File: config.mk
export PLATFORM = sky130hd
export DESIGN_NAME = string_to_long_parser
export DESIGN_NICKNAME = d
export VERILOG_FILES = /design/src/rtl/stlp_pkg.sv /design/src/rtl/stlp_front.sv /design/src/rtl/stlp_queue.sv /design/src/rtl/stlp_back.sv /design/src/rtl/string_to_long_parser.sv
export SDC_FILE = /design/constraint.sdc
export NUM_CORES = 1
export LEC_CHECK = 0
export ABC_AREA = 0
export BUFFER_PORTS_ARGS = -buffer_cell sky130_fd_sc_hd__clkbuf_2
export CAP_MARGIN = 15
export CORE_AREA = 4 4 268 270
export CTS_BUF_LIST = sky130_fd_sc_hd__clkbuf_8 sky130_fd_sc_hd__clkbuf_16
export CTS_CLUSTER_DIAMETER = 200
export CTS_CLUSTER_SIZE = 10
export DETAILED_ROUTE_END_ITERATION = 8
export DIE_AREA = 0 0 272 274
export PLACE_DENSITY = 0.63
export SYNTH_ARGS = -nofsm -noshare
export SYNTH_HDL_FRONTEND = slang
export SYNTH_SLANG_ARGS = --single-unit
export TNS_END_PERCENT = 50
File: constraint.sdc
create_clock -name clk_i -period 27.6 [get_ports clk_i]
set_input_delay 5.52 -clock clk_i [delete_from_list [all_inputs] [get_ports clk_i]]
set_output_delay 5.52 -clock clk_i [all_outputs]
set_load 0.01 [all_outputs]
File: src/rtl/stlp_pkg.sv
// Shared types, codes and constants of the string to long parser.
package stlp_pkg;

  // Field widths
  localparam int unsigned ValueW = 64;
  localparam int unsigned BaseW  = 6;
  localparam int unsigned EndW   = 13;
  localparam int unsigned ByteW  = 8;

  // Defaults handed to the top level parameters
  localparam int unsigned MaxLenDef     = 4096;
  localparam int unsigned QueueDepthDef = 2;

  // Radix after reset
  localparam logic [BaseW-1:0] RadixReset = 6'd10;

  // Digit code of a byte that is no digit in any base
  localparam logic [BaseW-1:0] NoDigit = 6'd63;

  // Result status codes
  localparam logic [1:0] StOk      = 2'd0;
  localparam logic [1:0] StInvalid = 2'd1;
  localparam logic [1:0] StRange   = 2'd2;

  // Classified byte as it travels from front to back
  typedef struct packed {
    logic [BaseW-1:0] digit;   // digit value, NoDigit if none
    logic             blank;   // space, TAB, LF, VT, FF, CR
    logic             plus;
    logic             minus;
    logic             zero_ch; // '0'
    logic             x_ch;    // 'x' or 'X'
    logic             nul;     // zero byte ends the number
    logic             last;
  } class_t;

endpackage

File: src/rtl/stlp_front.sv
// Front end: accepts bytes and classifies them for the parser back end.
module stlp_front
  import stlp_pkg::*;
(
  input  logic             in_valid_i,
  output logic             in_stall_o,
  input  logic [ByteW-1:0] char_byte_i,
  input  logic             last_i,
  input  logic             q_full_i,
  output logic             push_o,
  output class_t           push_item_o
);

  // Digit value of a byte, letters case-insensitive
  function automatic logic [BaseW-1:0] digit_of(input logic [ByteW-1:0] b);
    logic [BaseW-1:0] d;
    if (b >= 8'h30 && b <= 8'h39) begin
      d = BaseW'(b - 8'h30);
    end else if (b >= 8'h41 && b <= 8'h5A) begin
      d = BaseW'(b - 8'h41 + 8'd10);
    end else if (b >= 8'h61 && b <= 8'h7A) begin
      d = BaseW'(b - 8'h61 + 8'd10);
    end else begin
      d = NoDigit;
    end
    return d;
  endfunction

  // Input handshake: stall only while the queue is full
  assign in_stall_o = q_full_i;
  assign push_o     = in_valid_i && !q_full_i;

  // Classification
  always_comb begin
    push_item_o.digit   = digit_of(char_byte_i);
    push_item_o.blank   = (char_byte_i == 8'h20) ||
                          (char_byte_i >= 8'h09 && char_byte_i <= 8'h0D);
    push_item_o.plus    = (char_byte_i == 8'h2B);
    push_item_o.minus   = (char_byte_i == 8'h2D);
    push_item_o.zero_ch = (char_byte_i == 8'h30);
    push_item_o.x_ch    = (char_byte_i == 8'h78) || (char_byte_i == 8'h58);
    push_item_o.nul     = (char_byte_i == 8'h00);
    push_item_o.last    = last_i;
  end

endmodule

File: src/rtl/stlp_queue.sv
// Short queue of classified items between front and back.
module stlp_queue
  import stlp_pkg::*;
#(
  parameter int unsigned Depth = QueueDepthDef
) (
  input  logic   clk_i,
  input  logic   rst_ni,
  input  logic   push_i,
  input  class_t push_item_i,
  output logic   full_o,
  input  logic   pop_i,
  output logic   valid_o,
  output class_t head_o
);

  localparam int unsigned PtrW = (Depth > 1) ? $clog2(Depth) : 1;
  localparam int unsigned CntW = $clog2(Depth + 1);

  class_t            mem_q [Depth];
  logic [PtrW-1:0]   wr_ptr_q, wr_ptr_d;
  logic [PtrW-1:0]   rd_ptr_q, rd_ptr_d;
  logic [CntW-1:0]   cnt_q, cnt_d;

  assign full_o  = (cnt_q == CntW'(Depth));
  assign valid_o = (cnt_q != '0);
  assign head_o  = mem_q[rd_ptr_q];

  // Pointer and fill count update
  always_comb begin
    wr_ptr_d = wr_ptr_q;
    rd_ptr_d = rd_ptr_q;
    cnt_d    = cnt_q;
    if (push_i) begin
      wr_ptr_d = (wr_ptr_q == PtrW'(Depth - 1)) ? '0 : wr_ptr_q + 1'b1;
    end
    if (pop_i) begin
      rd_ptr_d = (rd_ptr_q == PtrW'(Depth - 1)) ? '0 : rd_ptr_q + 1'b1;
    end
    if (push_i && !pop_i) begin
      cnt_d = cnt_q + 1'b1;
    end else if (pop_i && !push_i) begin
      cnt_d = cnt_q - 1'b1;
    end
  end

  always_ff @(posedge clk_i or negedge rst_ni) begin
    if (!rst_ni) begin
      wr_ptr_q <= '0;
      rd_ptr_q <= '0;
      cnt_q    <= '0;
    end else begin
      wr_ptr_q <= wr_ptr_d;
      rd_ptr_q <= rd_ptr_d;
      cnt_q    <= cnt_d;
    end
  end

  // Storage
  always_ff @(posedge clk_i) begin
    if (push_i) begin
      mem_q[wr_ptr_q] <= push_item_i;
    end
  end

endmodule

File: src/rtl/stlp_back.sv
// Back end: parse state machine, digit accumulation and result register.
module stlp_back
  import stlp_pkg::*;
#(
  parameter int unsigned MaxLen = MaxLenDef
) (
  input  logic                     clk_i,
  input  logic                     rst_ni,
  input  logic [BaseW-1:0]         radix_i,
  input  logic                     q_valid_i,
  input  class_t                   head_i,
  output logic                     pop_o,
  output logic                     out_valid_o,
  input  logic                     out_stall_i,
  output logic signed [ValueW-1:0] value_o,
  output logic [1:0]               status_o,
  output logic [EndW-1:0]          end_index_o
);

  localparam int unsigned PosW  = $clog2(MaxLen + 1);
  localparam int unsigned ProdW = ValueW + BaseW + 1;

  // Parse phases
  localparam logic [2:0] PhWs   = 3'd0;
  localparam logic [2:0] PhSign = 3'd1;
  localparam logic [2:0] PhZero = 3'd2;
  localparam logic [2:0] PhHex  = 3'd3;
  localparam logic [2:0] PhDig  = 3'd4;
  localparam logic [2:0] PhDone = 3'd5;

  localparam logic [ValueW-1:0] LimPos = {1'b0, {(ValueW-1){1'b1}}};
  localparam logic [ValueW-1:0] LimNeg = {1'b1, {(ValueW-1){1'b0}}};

  logic [2:0]        phase_q, phase_d;
  logic              neg_q, neg_d;
  logic [ValueW-1:0] acc_q, acc_d;
  logic [BaseW-1:0]  base_q, base_d;
  logic [PosW-1:0]   pos_q, pos_d;
  logic [PosW-1:0]   stop_q, stop_d;
  logic [1:0]        stat_q, stat_d;

  logic                     out_valid_q, out_valid_d;
  logic signed [ValueW-1:0] value_q, value_d;
  logic [1:0]               status_q, status_d;
  logic [EndW-1:0]          end_q, end_d;

  logic [ProdW-1:0]  prod;
  logic [ValueW-1:0] limit;

  // A last item needs the result register free or draining
  assign pop_o = q_valid_i && !(head_i.last && out_valid_q && out_stall_i);

  // One step of the parser per popped item
  always_comb begin
    logic [2:0]       ph;
    logic [BaseW-1:0] tb;
    logic [PosW-1:0]  nxt;
    logic             handled;
    logic             take;
    logic             nodig;
    logic             fin;
    logic [PosW+EndW-1:0] stop_ext;

    phase_d     = phase_q;
    neg_d       = neg_q;
    acc_d       = acc_q;
    base_d      = base_q;
    pos_d       = pos_q;
    stop_d      = stop_q;
    stat_d      = stat_q;
    out_valid_d = out_valid_q && out_stall_i;
    value_d     = value_q;
    status_d    = status_q;
    end_d       = end_q;
    ph          = phase_q;
    tb          = base_q;
    nxt         = (pos_q < PosW'(MaxLen)) ? pos_q + 1'b1 : PosW'(MaxLen);
    handled     = 1'b0;
    take        = 1'b0;
    nodig       = 1'b0;
    fin         = 1'b0;
    limit       = neg_q ? LimNeg : LimPos;
    prod        = '0;
    stop_ext    = '0;

    if (pop_o) begin
      if (ph != PhDone) begin
        if (head_i.nul) begin
          fin = 1'b1;
        end else begin
          pos_d = nxt;
          // whitespace, radix check and sign
          if (ph == PhWs) begin
            handled = 1'b1;
            if (!head_i.blank) begin
              if (radix_i == 6'd1 || radix_i > 6'd36) begin
                stat_d = StInvalid;
                acc_d  = '0;
                stop_d = '0;
                ph     = PhDone;
              end else begin
                tb = radix_i;
                ph = PhSign;
                if (head_i.plus || head_i.minus) begin
                  neg_d = head_i.minus;
                end else begin
                  handled = 1'b0;
                end
              end
            end
          end
          // prefix and digits
          if (!handled) begin
            case (ph)
              PhSign: begin
                if (tb == '0 && head_i.zero_ch) begin
                  stop_d = nxt;
                  ph     = PhZero;
                end else begin
                  if (tb == '0) begin
                    tb = 6'd10;
                  end
                  if (head_i.digit < tb) begin
                    take = 1'b1;
                  end else begin
                    nodig = 1'b1;
                  end
                end
              end
              PhZero: begin
                if (head_i.x_ch) begin
                  tb = 6'd16;
                  ph = PhHex;
                end else begin
                  tb = 6'd8;
                  if (head_i.digit < 6'd8) begin
                    take = 1'b1;
                  end else begin
                    fin = 1'b1;
                  end
                end
              end
              PhHex: begin
                if (head_i.digit < 6'd16) begin
                  take = 1'b1;
                end else begin
                  fin = 1'b1;
                end
              end
              PhDig: begin
                if (head_i.digit < tb) begin
                  take = 1'b1;
                end else begin
                  fin = 1'b1;
                end
              end
              default: begin
              end
            endcase
          end
        end
      end

      // digit accumulation with saturation
      prod = ProdW'(acc_q) * ProdW'(tb) + ProdW'(head_i.digit);
      if (take) begin
        if (stat_q != StRange) begin
          if (prod > ProdW'(limit)) begin
            stat_d = StRange;
            acc_d  = limit;
          end else begin
            acc_d = prod[ValueW-1:0];
          end
        end
        stop_d = nxt;
        ph     = PhDig;
      end
      if (nodig) begin
        stat_d = StOk;
        acc_d  = '0;
        stop_d = '0;
        ph     = PhDone;
      end

      // end of number, by a terminating byte or by the last item
      if (fin || (head_i.last && ph != PhDone)) begin
        if (ph == PhWs || ph == PhSign) begin
          stat_d = StInvalid;
          acc_d  = '0;
          stop_d = '0;
        end else if (ph == PhZero || ph == PhHex) begin
          stat_d = StOk;
          acc_d  = '0;
        end
        ph = PhDone;
      end

      phase_d = ph;
      base_d  = tb;

      // result and per-string clear
      if (head_i.last) begin
        stop_ext    = (PosW + EndW)'(stop_d);
        out_valid_d = 1'b1;
        value_d     = neg_d ? $signed(ValueW'(0) - acc_d) : $signed(acc_d);
        status_d    = stat_d;
        end_d       = stop_ext[EndW-1:0];
        phase_d     = PhWs;
        neg_d       = 1'b0;
        acc_d       = '0;
        base_d      = '0;
        pos_d       = '0;
        stop_d      = '0;
        stat_d      = StOk;
      end
    end
  end

  always_ff @(posedge clk_i or negedge rst_ni) begin
    if (!rst_ni) begin
      phase_q     <= PhWs;
      neg_q       <= 1'b0;
      acc_q       <= '0;
      base_q      <= '0;
      pos_q       <= '0;
      stop_q      <= '0;
      stat_q      <= StOk;
      out_valid_q <= 1'b0;
    end else begin
      phase_q     <= phase_d;
      neg_q       <= neg_d;
      acc_q       <= acc_d;
      base_q      <= base_d;
      pos_q       <= pos_d;
      stop_q      <= stop_d;
      stat_q      <= stat_d;
      out_valid_q <= out_valid_d;
    end
  end

  // Result register payload
  always_ff @(posedge clk_i) begin
    value_q  <= value_d;
    status_q <= status_d;
    end_q    <= end_d;
  end

  assign out_valid_o = out_valid_q;
  assign value_o     = value_q;
  assign status_o    = status_q;
  assign end_index_o = end_q;

`ifndef SYNTHESIS
  // A range error always leaves the magnitude pinned at its limit
  a_range_sat: assert property (@(posedge clk_i) disable iff (!rst_ni)
    (stat_q == StRange) |-> (acc_q == (neg_q ? LimNeg : LimPos)))
    else $error("range status without saturated magnitude");

  // Position never runs past the maximum length
  a_pos_max: assert property (@(posedge clk_i) disable iff (!rst_ni)
    (pos_q <= PosW'(MaxLen)) && (stop_q <= pos_q))
    else $error("position out of range");

  // A last item returns the per-string state to its start
  a_clear: assert property (@(posedge clk_i) disable iff (!rst_ni)
    (pop_o && head_i.last) |=> (phase_q == PhWs && pos_q == '0 && out_valid_q))
    else $error("string state not cleared after result");

  // An invalid result carries zero value and end position
  a_invalid_zero: assert property (@(posedge clk_i) disable iff (!rst_ni)
    (out_valid_q && status_q == StInvalid) |-> (value_q == '0 && end_q == '0))
    else $error("invalid result with nonzero payload");

  // A stalled result holds its value
  a_hold: assert property (@(posedge clk_i) disable iff (!rst_ni)
    (out_valid_q && out_stall_i) |=> (out_valid_q && $stable(value_q)))
    else $error("stalled result changed");
`endif

endmodule

File: src/rtl/string_to_long_parser.sv
// Top level of the string to long parser: front, queue, back and radix register.
//
// Converts a byte string to a signed 64-bit integer with strtol rules.
// Input channel: in_valid_i / in_stall_o with char_byte_i and last_i; one
// byte per item, a zero byte ends the number, last_i marks the final byte
// of a string. Output channel: out_valid_o / out_stall_i with value_o,
// status_o (0 ok, 1 invalid, 2 range) and end_index_o; exactly one result
// item per string, produced for the item with last_i set.
// Configuration: cfg_valid_i / cfg_ready_o writes cfg_radix_i (0 auto,
// 2..36); write it only while no string is in flight.
// Throughput: one byte per cycle, unless a stalled result holds back a last
// byte. Each byte costs one pass through the accumulate step (a 64x6
// multiply-add with saturation) in the back end.
// A result is offered once its last byte has passed through the queue and
// the back end has loaded it into the result register.
// Reset: radix returns to 10 and all per-string state clears; no
// clearing pass is needed. When the receiver stalls, the result holds,
// bytes keep flowing until the queue fills and a next last byte waits.
module string_to_long_parser
  import stlp_pkg::*;
#(
  parameter int unsigned MAX_LEN     = MaxLenDef,
  parameter int unsigned QUEUE_DEPTH = QueueDepthDef
) (
  input  logic                     clk_i,
  input  logic                     rst_ni,
  input  logic                     cfg_valid_i,
  output logic                     cfg_ready_o,
  input  logic [BaseW-1:0]         cfg_radix_i,
  input  logic                     in_valid_i,
  output logic                     in_stall_o,
  input  logic [ByteW-1:0]         char_byte_i,
  input  logic                     last_i,
  output logic                     out_valid_o,
  input  logic                     out_stall_i,
  output logic signed [ValueW-1:0] value_o,
  output logic [1:0]               status_o,
  output logic [EndW-1:0]          end_index_o
);

  logic [BaseW-1:0] radix_q;
  logic             q_full;
  logic             push;
  class_t           push_item;
  logic             pop;
  logic             q_valid;
  class_t           head;

  // Radix register
  assign cfg_ready_o = 1'b1;

  always_ff @(posedge clk_i or negedge rst_ni) begin
    if (!rst_ni) begin
      radix_q <= RadixReset;
    end else if (cfg_valid_i && cfg_ready_o) begin
      radix_q <= cfg_radix_i;
    end
  end

  stlp_front u_front (
    .in_valid_i  (in_valid_i),
    .in_stall_o  (in_stall_o),
    .char_byte_i (char_byte_i),
    .last_i      (last_i),
    .q_full_i    (q_full),
    .push_o      (push),
    .push_item_o (push_item)
  );

  stlp_queue #(
    .Depth (QUEUE_DEPTH)
  ) u_queue (
    .clk_i       (clk_i),
    .rst_ni      (rst_ni),
    .push_i      (push),
    .push_item_i (push_item),
    .full_o      (q_full),
    .pop_i       (pop),
    .valid_o     (q_valid),
    .head_o      (head)
  );

  stlp_back #(
    .MaxLen (MAX_LEN)
  ) u_back (
    .clk_i       (clk_i),
    .rst_ni      (rst_ni),
    .radix_i     (radix_q),
    .q_valid_i   (q_valid),
    .head_i      (head),
    .pop_o       (pop),
    .out_valid_o (out_valid_o),
    .out_stall_i (out_stall_i),
    .value_o     (value_o),
    .status_o    (status_o),
    .end_index_o (end_index_o)
  );

endmodule

* After elaboration in Yosys (flattened, before gate mapping)
Memory sizes are Yosys's and may differ from the RTL's.
Cells that the tools add are included.
** Cells by class
- Add/sub/neg operators :: 12
- Multipliers :: 1
- $lt $le $gt $ge :: 15
- Equality and inequality tests :: 19
- Mux-type cells :: 137
- Reductions and logical operators :: 33
** Operators by type and width (count)
- $mux W64 :: 16
- $mux W13 :: 17
- $mux W6 :: 22
- $add A70 B6 Y71 :: 1
- $gt A71 B64 Y1 :: 1
- $mul A64 B6 Y70 :: 1
- $sub A1 B64 Y64 const A :: 1
- $mux W3 :: 16
- $mux W1 :: 46
- $eq A8 B6 Y1 const B :: 4
- $mux W2 :: 15
- $eq A8 B7 Y1 const B :: 2
- $ge A8 B7 Y1 const B :: 2
- $le A8 B7 Y1 const B :: 2
- $add A13 B1 Y13 const B :: 1
- $logic_and A1 B1 Y1 :: 13
- $lt A13 B13 Y1 const B :: 1
- $add A6 B4 Y6 const B :: 2
- $eq A3 B2 Y1 const B :: 4
- $lt A6 B6 Y1 :: 2
- $pmux W6 S2 :: 1
- $sub A6 B6 Y6 const B :: 2
- $ge A8 B4 Y1 const B :: 1
- $ge A8 B6 Y1 const B :: 1
- other kinds (28) :: 43
** Word-level totals
- Register bits after elaboration :: 192
- Memory bits (writable) :: 26
- Input bits :: 20
- Word-level logic and storage cells :: 233
- Memories :: 1
** Memory list
- u_queue.mem_q :: depth 2, width 13, read ports 1, clocked after Yosys merged registers in 0, write ports 1, line stlp_queue.sv:20 : class_t mem_q [Depth];

* Logic depth before layout (Yosys ltp)
Gate-level depths: netlist of run 1.
- Word-level depth :: 35
- Mapped depth :: 55

* Cells and area by module
A second synthesis of run 1 with hierarchy kept.
** Unflattened totals
- Cells, all modules :: 3133
- Area, all modules :: 27382.5 um2
** By module, submodules not included
- stlp_back :: instances 1, cells each 2989, area each 25458.2 um2, seq. area each 4949.7 um2
- stlp_queue :: instances 1, cells each 56, area each 1127.3 um2, seq. area each 880.8 um2
- stlp_front :: instances 1, cells each 73, area each 531.8 um2, seq. area each 0.0 um2
- string_to_long_parser :: instances 1, cells each 15, area each 265.3 um2, seq. area each 152.6 um2

* Worst setup path after synthesis of run 1
No wires, ideal clock.
- Path kind :: flip-flop to flip-flop
- From :: register u_back.phase_q[0]
- To :: register u_back.value_q[58], in the netlist u_back.value_o[58], data pin
- Arrival time :: 11.904 ns
- Required time :: 27.326 ns
- Slack :: 15.422 ns
- Cell stages (with the launch flop) :: 55
- Cell sequence :: dfrtp_1 -> buf_6 -> or3_4 -> nand2b_4 -> or3_1 -> buf_6 -> mux2i_1 -> nand2_1 -> o2bb2a_1 -> o221ai_1 -> o21a_1 -> clkbuf_1 -> clkbuf_1 -> nand2_1 -> fa_1 -> fa_1 -> inv_1 -> fa_1 -> [... 19 more ...] -> o221ai_1 -> o21ai_0 -> o2111a_1 -> and2_0 -> buf_2 -> a31oi_2 -> clkbuf_1 -> clkbuf_1 -> nor2_1 -> a21oi_1 -> ha_1 -> o311ai_0 -> nor4_2 -> and2_1 -> buf_2 -> nand2_4 -> o41ai_1 -> xor2_1
** On the way
- Longest elaborated chain between the ends :: 32
** Ends and longest elaborated chain
- from (decl) :: line stlp_back.sv:34 : logic [2:0] phase_q, phase_d;
- from (signal assigned) :: line stlp_back.sv:221 : phase_q <= PhWs;
- from (signal assigned) :: line stlp_back.sv:230 : phase_q <= phase_d;
- $logic_not A3 Y1 :: line stlp_back.sv:93 : if (ph == PhWs) begin
- $mux W6 :: line stlp_back.sv:93
- $mux W6 :: line stlp_back.sv:88 : if (head_i.nul) begin
- $mux W6 :: line stlp_back.sv:87 : if (ph != PhDone) begin
- $mux W6 :: line stlp_back.sv:86 : if (pop_o) begin
- $logic_not A6 Y1 :: line stlp_back.sv:116, stlp_back.sv:120
- $mux W6 :: line stlp_back.sv:120 : if (tb == '0) begin
- $mux W6 :: line stlp_back.sv:116 : if (tb == '0 && head_i.zero_ch) begin
- [... 16 more ...]
- $mux W64 / $eq A3 B2 Y1 (equally long branches) :: line stlp_back.sv:166, stlp_back.sv:191
- $mux W64 / $logic_or A1 B1 Y1 (equally long branches) :: line stlp_back.sv:178, stlp_back.sv:191
- $mux W64 :: line stlp_back.sv:191 : end else if (ph == PhZero || ph == PhHex) begin
- $mux W64 :: line stlp_back.sv:187 : if (ph == PhWs || ph == PhSign) begin
- $mux W64 :: line stlp_back.sv:186 : if (fin || (head_i.last && ph != PhDone)) begin
- $mux W64 :: line stlp_back.sv:86
- $sub A1 B64 Y64 :: line stlp_back.sv:205 : value_d = neg_d ? $signed(ValueW'(0) - acc_d) : $signed(acc_d);
- $mux W64 * :: line stlp_back.sv:205
- to (signal assigned) :: line stlp_back.sv:243 : value_q <= value_d;
- to (decl) :: line stlp_back.sv:43 : logic signed [ValueW-1:0] value_q, value_d;
Every way passes the cells marked *; elsewhere a longest branch is shown, timed or not. The select of a mux whose other input is x is not followed.
A chain may end at the register's enable or synchronous reset.

* Worst setup path after layout of run 1
- From :: register u_queue.rd_ptr_q
- To :: register u_back.value_q[62], in the netlist u_back.value_o[62], data pin
** On the way
- Longest elaborated chain between the ends :: 33
** Ends and longest elaborated chain
- from (decl) :: line stlp_queue.sv:22 : logic [PtrW-1:0] rd_ptr_q, rd_ptr_d;
- from (signal assigned) :: line stlp_queue.sv:54 : rd_ptr_q <= rd_ptr_d;
- $mem_v2 Z2 W13 *
- $mux W6 :: line stlp_back.sv:95 : if (!head_i.blank) begin
- $mux W6 :: line stlp_back.sv:93
- $mux W6 :: line stlp_back.sv:88
- $mux W6 :: line stlp_back.sv:87
- $mux W6 :: line stlp_back.sv:86
- $logic_not A6 Y1 :: line stlp_back.sv:116, stlp_back.sv:120
- $mux W6 :: line stlp_back.sv:120
- [... 17 more ...]
- $mux W64 / $eq A3 B2 Y1 (equally long branches) :: line stlp_back.sv:166, stlp_back.sv:191
- $mux W64 / $logic_or A1 B1 Y1 (equally long branches) :: line stlp_back.sv:178, stlp_back.sv:191
- $mux W64 :: line stlp_back.sv:191
- $mux W64 :: line stlp_back.sv:187
- $mux W64 :: line stlp_back.sv:186
- $mux W64 :: line stlp_back.sv:86
- $sub A1 B64 Y64 :: line stlp_back.sv:205
- $mux W64 * :: line stlp_back.sv:205
Marked as above.

==> results of run 1 <==
[routing by layer]
layer	wire length (um)	track usage, %	vias to the layer above
li1	-	-	10820
met1	38710	32.92	11650
met2	38200	36.39	982
met3	7062	3.360	101
met4	1732	4.968	0
met5	0	0	-
[worst paths after layout]
check                           slack, ns                      endpoint
worst max-delay path                12.75  u_back.value_o[62]$_DFFE_PP_
worst min-delay path                 0.50  u_queue.wr_ptr_q$_DFFE_PN0P_
worst min register to register       0.50  u_queue.wr_ptr_q$_DFFE_PN0P_
max in group asynchronous           21.16      u_back.neg_q$_DFFE_PN0P_
min in group asynchronous            5.12        radix_q[4]$_DFFE_PN0P_
worst max register to register      12.75  u_back.value_o[62]$_DFFE_PP_
[report_power, final]
part | switching (mW) | leakage, nW | internal (mW)
sequential | 0.0827 | 2.55 | 0.462
combinational | 0.939 | 11.0 | 0.349
clock | 0.137 | 0.400 | 0.164
total | 1.16 | 13.9 | 0.975
[per-stage QoR]
stage | hold WS [ns] | instances
after CTS | 0.4957 | 4081
final | 0.4955 | 4081
after global routing | 0.5062 | 4081
after global placement | 0.4771 | 4039
after detailed placement | 0.4880 | 4039
after floorplan | 0.4608 | 3165
[cell usage after synthesis (12+ instances only)]
master	n	share of area, %
edfxtp_1	105	11
nor2_1	169	2.3
a22o_1	69	2.2
o21ai_0	184	3.3
inv_1	277	3.8
o21ai_1	16	0.29
nand2b_1	14	0.32
a21oi_1	161	2.9
fa_1	252	18
buf_2	40	0.73
nor3_1	40	0.73
nand3_1	45	0.82
a31oi_1	19	0.43
o21a_1	16	0.44
mux2i_1	21	0.76
clkbuf_1	121	1.6
a22oi_1	20	0.54
o22ai_1	13	0.29
o211ai_1	14	0.38
dfrtp_1	111	10
xnor2_1	77	2.4
a221o_1	16	0.58
and3_1	19	0.43
xor2_1	66	2.1
a211oi_1	15	0.41
buf_1	27	0.37
nand2_1	459	6.2
nor4_1	22	0.50
mux2_2	13	0.53
a21o_1	31	0.84
or3_1	12	0.27
and2_1	196	4.4
nand4_1	52	1.2
ha_1	236	11
[flip-flops by register name, indices dropped and copies added, names as in the netlist]
name,count
radix_q,6
u_back.acc_q,64
u_back.base_q,6
u_back.end_index_o,13
u_back.neg_q,1
u_back.out_valid_o,1
u_back.phase_q,3
u_back.pos_q,13
u_back.stat_q,2
u_back.status_o,2
u_back.stop_q,13
u_back.value_o,64
u_queue.cnt_q,2
u_queue.mem_q,26
u_queue.rd_ptr_q,1
u_queue.wr_ptr_q,1
[kinds of logic after synthesis]
kind of cell	Yosys count
simple gates	1099
compound gates	704
fa+ha+maj	488
buf+inv	478
flops	218
xor+xnor	143
mux	34
other cells	1
[worst max-delay path: cells and delay by family, from the launching register on]
family,cells,cell delay (ns)
simple gates,15,4.61
buf+inv,5,0.81
flops,1,0.89
mux,2,0.88
xor+xnor,2,0.31
compound gates,15,4.01
fa+ha+maj,7,3.03
[cell type report]
class	instances	area (um^2)
well taps	940	1176
fillers	6925	40070
clock inverters	16	60.06
flip-flops and latches	218	5984
multi-input cells	2469	19800
clock buffers	26	639.4
inverters	277	1040
repair buffers	135	765.7
[placed cells by master (no fill, tap or decap), types with 14 or more instances in the layout]
cell type | netlist | final
xnor2_1 | 77 | 77
nor4_1 | 22 | 22
and2_1 | 196 | 196
clkbuf_2 | 5 | 99
clkbuf_16 | 0 | 25
nand2_1 | 459 | 458
o21ai_1 | 16 | 15
mux2i_1 | 21 | 21
inv_1 | 277 | 293
a31oi_1 | 19 | 19
and3_1 | 19 | 19
ha_1 | 236 | 236
nor3_1 | 40 | 40
fa_1 | 252 | 252
o211ai_1 | 14 | 14
buf_4 | 4 | 36
xor2_1 | 66 | 66
a22oi_1 | 20 | 20
a22o_1 | 69 | 69
nor2_1 | 169 | 166
edfxtp_1 | 105 | 105
o21ai_0 | 184 | 180
a21o_1 | 31 | 31
dfrtp_1 | 111 | 110
a21oi_1 | 161 | 161
o21a_1 | 16 | 14
nand4_1 | 52 | 52
nand3_1 | 45 | 45
a221o_1 | 16 | 16
a211oi_1 | 15 | 15
nand2b_1 | 14 | 14
==> run_results.csv, run 1 <==
group,metric,value,unit
sta,period_share,53.81,%
placement,dp.final_hpwl,65460,um
cts,clk_path_buf_depth,3,
sta,period_needed,14.85,ns
yosys,ys_seq_elements,218,
route,vias,23560,
route,wl_per_cell,21.00,um
critical_path,worstPathArrival,15.13,ns
cts,path_clk_slew,0.07,ns
cts,root_buffer,"clkbuf_16",
yosys,ys_types,107,
finish,area_growth,6.870,%
yosys,synth_simple_gate_area_share,19.44,%
critical_path,critPathLaunchType,"flop",
yosys,avgSynthCellArea,8.712,um^2
floorplan,start_util,39.65,%
critical_path,worstPathRequired,27.88,ns
sta,skew,0.01774,ns
floorplan,ios,102,
floorplan,die-area,74530,um^2
yosys,muxShareOfSynthArea,1.293,%
cts,cts_setup_buffers,0,
min_path,holdPathStages,1,
power,p_leak,13.93,nW
global_route,antenna_found_initial,2,
route,avgViaCountPerCell,5.772,
yosys,synth_top_family_by_area,"adder cells",
finish,fin_area,29470,um^2
critical_path,timing.critical_path.fanout_max,65,
critical_path,r2r_start,"u_queue.rd_ptr_q$_DFFE_PN0P_",
global_route,grt_pass1_wl,136300,um
floorplan,die_w,272,um
global_route,grt_max_degree,71,
yosys,synth-adder-area-share,29.00,%
cts,hold_buffers,0,
finish,fin_util,42.37,%
critical_path,cpPeakStageDelay,0.89,ns
finish,fin_nets,3634,
yosys,ys_seq_area_share,21.70,%
sta,setup_viol,0,
power,p_per_area,72.41,nW/um^2
power,ir_worst_vdd,0.00007153,V
cts,clock_sinks,218,
critical_path,slowest_stage,"dfrtp_1",
yosys,synth_compound_area_share,17.13,%
route,ant_nets,0,
cts,cts.repair.resized,0,
route,drtPass1Iterations,5,
placement,place_area,28770,um^2
min_path,worstHoldStart,"u_queue.wr_ptr_q$_DFFE_PN0P_",
sta,tns,0,ns
finish,drive_gt1_share,7.641,%
global_route,grt_pass1_vias,23540,
floorplan,fp.coreArea,69540,um^2
sta,fmax,0.06733,GHz
finish,n_antenna_cell,0,
floorplan,fp.dieH,274,um
placement,port_buffers,100,
sta,hold_viol,0,
route,routed_wl,85710,um
route,drc,0,
route,drtIter0Drc,2392,
sta,max_slew.worst_pin.slew,1.102,ns
power,total_power,2.134,mW
critical_path,cp-end-kind,"flop",
cts,cts_tree,"done",
cts,cts_buffers,25,
sta,rsz0062_at_grt,"false",
yosys,syn_area,27570,um^2
yosys,synthCells,3165,
cts,htreeDepth,1,
min_path,holdCritPathClass,"reg -> reg",
sta,worst_slack,12.75,ns
yosys,ys.flop_type,"dfrtp_1",
critical_path,rr_worst_depth,46,
yosys,yosysWarningCount,0,
sta,maxSlewViolCount,0,
cts,clkLatencyLatePin,0.55,ns
critical_path,crit_start,"u_queue.rd_ptr_q$_DFFE_PN0P_",
flow_run,cap_violations,0,
sta,max_slew_margin,26.26,%
critical_path,crit_type,"reg -> reg",
placement,gp_congestion,0.9600,
yosys,synthXorXnorAreaFrac,4.542,%
run_status,status,"finished, final reports clean",
placement,pre_cts_slack,12.91,ns
yosys,synth_nets,3673,
yosys,synth-edff-count,105,
global_route,overflow,0,
yosys,async_reset_ff_share,51.83,%
global_route,grt.total_usage,22.79,%
floorplan,num_rows,97,
(Power assumes the default switching activity.)
==> run 2: changes to the inputs <==
--- a/config.mk
+++ b/config.mk
@@ -14,7 +14,7 @@
 export CTS_CLUSTER_SIZE = 10
 export DETAILED_ROUTE_END_ITERATION = 8
 export DIE_AREA = 0 0 272 274
-export PLACE_DENSITY = 0.63
+export PLACE_DENSITY = 0.65
 export SYNTH_ARGS = -nofsm -noshare
 export SYNTH_HDL_FRONTEND = slang
 export SYNTH_SLANG_ARGS = --single-unit
==> constraint.sdc (replaced) <==
create_clock -name clk_i -period 13.3 [get_ports clk_i]
set_input_delay 2.66 -clock clk_i [delete_from_list [all_inputs] [get_ports clk_i]]
set_output_delay 2.66 -clock clk_i [all_outputs]
set_load 0.01 [all_outputs]
==> run 2 against run 1 <==
  * Power is 110% higher
  * Combinational power is 120% higher
  * Largest cell class unchanged
  * Via count is 0.33% higher
  * First-iteration DRC count is 4.3% lower
  * Setup slack worse by 12 ns
  * Critical endpoint is now u_back.value_o[31]$_DFFE_PP_
  * Sequential power is 100% higher
==> run_results.csv, run 2 (same netlist as run 1, synthesis figures left out) <==
group,metric,value,unit
run_status,status,"finished, final reports clean",
placement,gp_congestion,0.9682,
sta,max_slew_margin,23.49,%
min_path,whs_endpoint,"u_queue.wr_ptr_q$_DFFE_PN0P_",
sta,max_slew.worst_pin.slew,1.143,ns
floorplan,start_util,39.65,%
placement,dp.final_hpwl,65600,um
sta,skew,0.03663,ns
floorplan,fp.dieH,274,um
floorplan,die-area,74530,um^2
critical_path,worstPathRequired,13.60,ns
global_route,top_usage_layer,"met2",
cts,htreeDepth,1,
cts,root_buffer,"clkbuf_16",
floorplan,num_rows,97,
global_route,met3_usage,3.509,%
route,ant_nets,0,
cts,clkLatencyLatePin,0.55,ns
sta,setup_viol,0,
critical_path,worstPathArrival,12.99,ns
critical_path,r2r_start,"u_back.phase_q[1]$_DFFE_PN0P_",
critical_path,slowest_stage,"or4_1",
finish,n_antenna_cell,0,
power,total_power,4.521,mW
power,p_leak,14.08,nW
sta,fmax,0.07880,GHz
finish,drive_gt1_share,8.415,%
critical_path,rr_worst_depth,45,
global_route,grt_max_degree,75,
route,wl_per_cell,20.68,um
flow_run,cap_violations,0,
critical_path,cpPeakStageDelay,0.59,ns
critical_path,timing.critical_path.fanout_max,64,
global_route,grt_pass1_vias,23570,
route,avgViaCountPerCell,5.762,
sta,tns,0,ns
min_path,holdCritPathClass,"reg -> reg",
route,drtPass1Iterations,5,
floorplan,ios,102,
critical_path,critPathLaunchType,"flop",
route,routed_wl,84820,um
critical_path,cp-end-kind,"flop",
global_route,grt.total_usage,22.60,%
global_route,overflow,0,
cts,cts_tree,"done",
sta,period_share,95.42,%
cts,cts_buffers,25,
min_path,holdPathStages,1,
critical_path,crit_type,"reg -> reg",
route,drtIter0Drc,2289,
sta,maxSlewViolCount,0,
finish,layout_commonest_cell,"nand2_1",
global_route,antenna_found_initial,0,
power,p_per_area,152.0,nW/um^2
cts,clock_sinks,218,
finish,area_growth,7.846,%
global_route,grt_util_met2,35.69,%
sta,hold_viol,0,
global_route,grt_pass1_wl,135200,um
finish,fin_nets,3650,
power,ir_worst_vdd,0.0001893,V
critical_path,reg2reg_slack,0.61,ns
placement,port_buffers,100,
sta,period_needed,12.69,ns
floorplan,fp.coreArea,69540,um^2
finish,layout_common_cells,"nand2_1 (457), inv_1 (296), fa_1 (252), ha_1 (236), and2_1 (195)",
global_route,grtUsageMet1,32.45,%
critical_path,rr_endpoint,"u_back.value_o[31]$_DFFE_PP_",
route,vias,23630,
route,drc,0,
min_path,worstHoldStart,"u_queue.wr_ptr_q$_DFFE_PN0P_",
cts,clk_path_buf_depth,3,
cts,path_clk_slew,0.06,ns
floorplan,die_w,272,um
==> run 2: routing by layer <==
metal | wire, um | up-vias
met1 | 38210 | 11670
met4 | 2319 | 0
met2 | 37390 | 984
met3 | 6906 | 125
li1 | - | 10850
met5 | 0 | -
==> run 2: how the worst max path moves through the flow <==
stage / to / slack (ns) / depth (start not counted) / from
floorplan: u_back.value_o[58]$_DFFE_PP_ / 1.12 / 54 / u_back.phase_q[0]$_DFFE_PN0P_
global placement: u_back.value_o[57]$_DFFE_PP_ / 0.60 / 42 / u_back.phase_q[1]$_DFFE_PN0P_
detailed placement: u_back.value_o[59]$_DFFE_PP_ / 0.30 / 45 / u_back.phase_q[1]$_DFFE_PN0P_
CTS: u_back.value_o[59]$_DFFE_PP_ / 0.25 / 45 / u_back.phase_q[1]$_DFFE_PN0P_
global route: u_back.value_o[58]$_DFFE_PP_ / -0.03 / 44 / u_back.phase_q[1]$_DFFE_PN0P_
finish: u_back.value_o[31]$_DFFE_PP_ / 0.61 / 45 / u_back.phase_q[1]$_DFFE_PN0P_
==> run 2: power by group <==
group / switching [mW] / internal [mW] / total (mW)
Sequential: 0.152 / 0.959 / 1.11
Combinational: 1.99 / 0.796 / 2.79
Clock: 0.279 / 0.343 / 0.622
Total: 2.42 / 2.10 / 4.52
==> run 2: what timing repair did <==
item,CTS,global route
hold buffers,0,0
endpoints found under the setup margin,0,48
buffers inserted,0,4
resized for setup,0,17
==> run 2: final cells by class <==
class,instances,area (um^2)
Sequential cell,218,5984
Tap cell,940,1176
Fill cell,6888,39810
Multi-Input combinational cell,2469,19870
Inverter,277,1040
Clock buffer,26,639.4
Timing Repair Buffer,151,948.4
Clock inverter,20,80.08
==> run 2: through the flow <==
step	worst slack (ns)	cell area (um^2)	instances	hold slack [ns]	utilization [%]
final	0.6093	29740	4101	0.5041	42.76
after global routing	-0.03412	29740	4101	0.5163	42.76
after CTS	0.2512	29640	4097	0.5094	42.62
after detailed placement	0.3007	28920	4051	0.4924	41.59
after global placement	0.5990	28920	4051	0.4852	41.59
after floorplan	1.123	27570	3165	0.4608	-
==> run 2: worst max-delay path: cells and delay by family (launching register included) <==
kind	cells	cell delay, ns
xor gates and xnor gates	2	0.28
adders and majority gates	6	2.43
muxes	1	0.32
and+or+nand+nor	15	4.21
DFF	1	0.48
AOI/OAI and AO/OA	16	3.79
buffers and inverters	5	0.89
